===== config.mk =====
export PLATFORM = sky130hd
export DESIGN_NAME = otrb_ram
export DESIGN_NICKNAME = d
export VERILOG_FILES = /design/src/design/otrb_ram.sv
export SDC_FILE = /design/constraint.sdc
export NUM_CORES = 1
export LEC_CHECK = 0
export ABC_AREA = 0
export BUFFER_PORTS_ARGS = -buffer_cell sky130_fd_sc_hd__buf_2
export CORE_MARGIN = 3
export CORE_UTILIZATION = 50
export CTS_BUF_LIST = sky130_fd_sc_hd__clkbuf_4
export DETAILED_ROUTE_END_ITERATION = 7
export HOLD_SLACK_MARGIN = 0.05
export PLACE_DENSITY = 0.67
export REMOVE_ABC_BUFFERS = 1
export SYNTH_ARGS = -nofsm -noshare
export SYNTH_HDL_FRONTEND = slang
export SYNTH_SLANG_ARGS = --single-unit

===== constraint.sdc =====
create_clock -name i_clk -period 4.8 [get_ports i_clk]
set_clock_uncertainty 0.15 [all_clocks]
set_input_delay 0.72 -clock i_clk [delete_from_list [all_inputs] [get_ports i_clk]]
set_output_delay 0.72 -clock i_clk [all_outputs]
set_load 0.02 [all_outputs]

===== src/design/otrb_ram.sv =====
`timescale 1ns / 1ps
`default_nettype none
// ----------------------------------------------------------------------------
// otrb_ram
// Generic simple dual-port RAM: one write port, one read port with
// registered read data. Read data holds when not enabled.
// ----------------------------------------------------------------------------
module otrb_ram #(
    parameter int  WIDTH = 8,
    parameter int  DEPTH = 16,
    localparam int AW    = (DEPTH > 1) ? $clog2(DEPTH) : 1
) (
    input  wire logic             i_clk,
    input  wire logic             i_wr_en,
    input  wire logic [AW-1:0]    i_wr_addr,
    input  wire logic [WIDTH-1:0] i_wr_data,
    input  wire logic             i_rd_en,
    input  wire logic [AW-1:0]    i_rd_addr,
    output logic      [WIDTH-1:0] o_rd_data
);

    logic [WIDTH-1:0] r_mem [DEPTH];

    // write port
    always_ff @(posedge i_clk) begin
        if (i_wr_en) begin
            r_mem[i_wr_addr] <= i_wr_data;
        end
    end

    // registered read port
    always_ff @(posedge i_clk) begin
        if (i_rd_en) begin
            o_rd_data <= r_mem[i_rd_addr];
        end
    end

endmodule : otrb_ram
`default_nettype wire

==> reports/qor.txt <==
std cell rows: 36
core area: 9955 um^2
kind of critical path: in2reg
most frequent cell after synthesis: edfxtp_1
initial antenna violation count: 0
Power Density: 378.7 nW/um^2
full die area: 11720 um^2
Synth top cells by count: 136 x edfxtp_1, 18 x mux4_2, 16 x a22oi_1
worst hold path cell count: 1
highest clock rate: 0.4111 GHz
sequential share of power: 0.618
detailed placer's ending HPWL: 5842 um
Mapped Area: 5228 um^2
Congestion Overflow GR: 0
setup TNS: 0 ps
Area Overhead vs Synth: 9.765%
switching share of power: 0.2183
drt drc: 0
total clock sinks: 136
Critical Path Start Type: input pin
DRT iter0 DRCs: 199
Max Cap Violations: 0
via count: 2408
# IOs: 27
Final period util: 0.5068
I/O Buffers: 26
Longest Clk Path Bufs: 2
top cells by area, synth: edfxtp_1 78%, mux4_2 7.8%, mux4_1 7.0%
TritonCTS buffer count: 17
DP Worst Slack: 1779 ps
synthesized flop and latch total: 136
Antenna Cells: 0
Worst EP required: 4900 ps
cells resized by post-CTS repair: 0
slack of the critical path: 2367 ps
Synth async-reset ratio: 0
fraction of layout cells with a size suffix above 1: 0.2832
Setup violations, final: 0
Final Hold Viols: 0
ys flop type: edfxtp_1
Cell Area, Placed: 5465 um^2
Clock transition at path regs: 120 ps
Hold Crit Endpoint: r_mem[14][2]$_DFFE_PP_
status: finished, final reports clean
logic gate share of total power: 0.054
Clk network pwr share: 0.327
DR pass1 iterations: 4
crit end category: flop
EDFF count, synth: 136
Max FO, Critical Path: 32
Die Span X: 108.3 um
Final GP Congestion: 0.7097
clk_lat worst skew: 500 ps
Synth top area share: 0.7812
Worst-Margin Slew: 1042 ps
class of the worst hold path: in2reg
WP data arrival: 2530 ps
R2R Path Start: r_mem[2][0]$_DFFE_PP_
first-pass GRT wire length: 14860 um
max-slew violations: 0
Initial Util: 0.5251
Critical Path Max Stage Delay: 760 ps
HP Start: i_wr_data[2]
vias per std cell: 5.845
Lkg Pwr: 1.864 nW
Total GRT Usage: 0.1790
slew margin rel.: 0.3055
wirelength, routed: 9432 um
Synth Area per Inst: 22.83 um^2
CTS Hold Bufs: 0
CTS root buf: clkbuf_4
internal power: 1.699 mW
Critical Path Source: i_rd_addr[0]
Cells after Synth: 229
post-synthesis cell type count: 18
Reg2Reg Setup Slack: 3150 ps
synth warn: 0
NetSw: 474.5 uW
H-tree levels: 4
Worst path slowest cell: buf_2
Die Height: 108.3 um
hold_ws: 441.1 ps
Final ANT Viol Nets: 0
R2R Path End: o_rd_data[0]$_DFFE_PP_
cell chain of the critical path: buf_2 -> mux4_1 -> a22oi_1 -> nand2_1
CTS tree: done
Total Nets Final: 286
Worst R2R Path Depth: 3
worst IR drop on VDD: 0.1953 mV
post-route cell area: 5738 um^2
sequential cell area fraction in the yosys report: 0.7812
min Tclk post-route: 2433 ps
largest net degree at the start of global routing: 33
Overall Power: 2.173 mW
number of global-route vias before repair: 2533
wire per inst: 22.89 um
unrepaired setup endpoints after global routing: no
area leader, netlist: edfxtp_1
Post-CTS Setup Bufs: 0
## worst max path at each step
stage / end
final: o_rd_data[0]$_DFFE_PP_
after CTS: o_rd_data[0]$_DFFE_PP_
after global placement: o_rd_data[0]$_DFFE_PP_
after floorplan: r_mem[0][0]$_DFFE_PP_
after global routing: o_rd_data[3]$_DFFE_PP_
after detailed placement: o_rd_data[0]$_DFFE_PP_
## cells by family after synthesis
family	Yosys count	share of synthesized area
mux	32	0.1479
flops	136	0.7812
compound gates	16	0.02298
simple gates	35	0.03136
buf+inv	10	0.01651
## cells in the final DEF, fill, tap and decap left out, types with 3 or more instances in the layout
cell type   netlist  layout
buf_4             1       3
nor3_1            4       3
nand2_1           9       9
mux4_1           14      14
edfxtp_1        136     136
clkinvlp_4        0       4
a22oi_1          16      16
clkbuf_4          0      19
buf_2             3      26
nor2_1           13      13
mux4_2           18      18
clkinv_4          0       3
## power groups by stage
stage | clock network (mW) | logic (mW) | registers [mW]
after floorplan | 0 | 0.0533 | 1.38
after global placement | 0 | 0.118 | 1.37
after detailed placement | 0 | 0.121 | 1.37
after CTS | 0.730 | 0.121 | 1.34
after global routing | 0.781 | 0.130 | 1.35
final | 0.711 | 0.118 | 1.34
## final cells by class
| type | count | area, um^2 |
|---|---|---|
| well taps | 133 | 166.4 |
| clock buffers | 19 | 142.6 |
| repair buffers | 29 | 152.6 |
| fillers | 747 | 4217 |
| flip-flops and latches | 136 | 4084 |
| multi-input cells | 83 | 1062 |
| clock inverters | 12 | 130.1 |
## worst max-delay path: cells and delay by family
family / cells / cell delay [ps]
AO/OA/AOI/OAI: 1 / 290
buffers and inverters: 1 / 760
multiplexers: 1 / 660
AND/OR/NAND/NOR: 1 / 90
## flip-flops by register name, indices dropped and copies added, names as in the netlist
name	count
r_mem	128
o_rd_data	8
## per-stage QoR
step,std cells,util
after global routing,412,0.5764
after floorplan,219,-
after global placement,381,0.5490
after detailed placement,381,0.5490
after CTS,412,0.5764
final,412,0.5764
## per-layer routing
metal | GRT usage | share of wire | up-vias
met4 | 0.04869 | 0.012 | 0
met5 | 0 | 0 | -
met3 | 0.04896 | 0.081 | 11
met1 | 0.2696 | 0.44 | 1235
met2 | 0.2629 | 0.47 | 105
li1 | - | - | 1057
No activity file was read; power rests on OpenSTA's default activity.
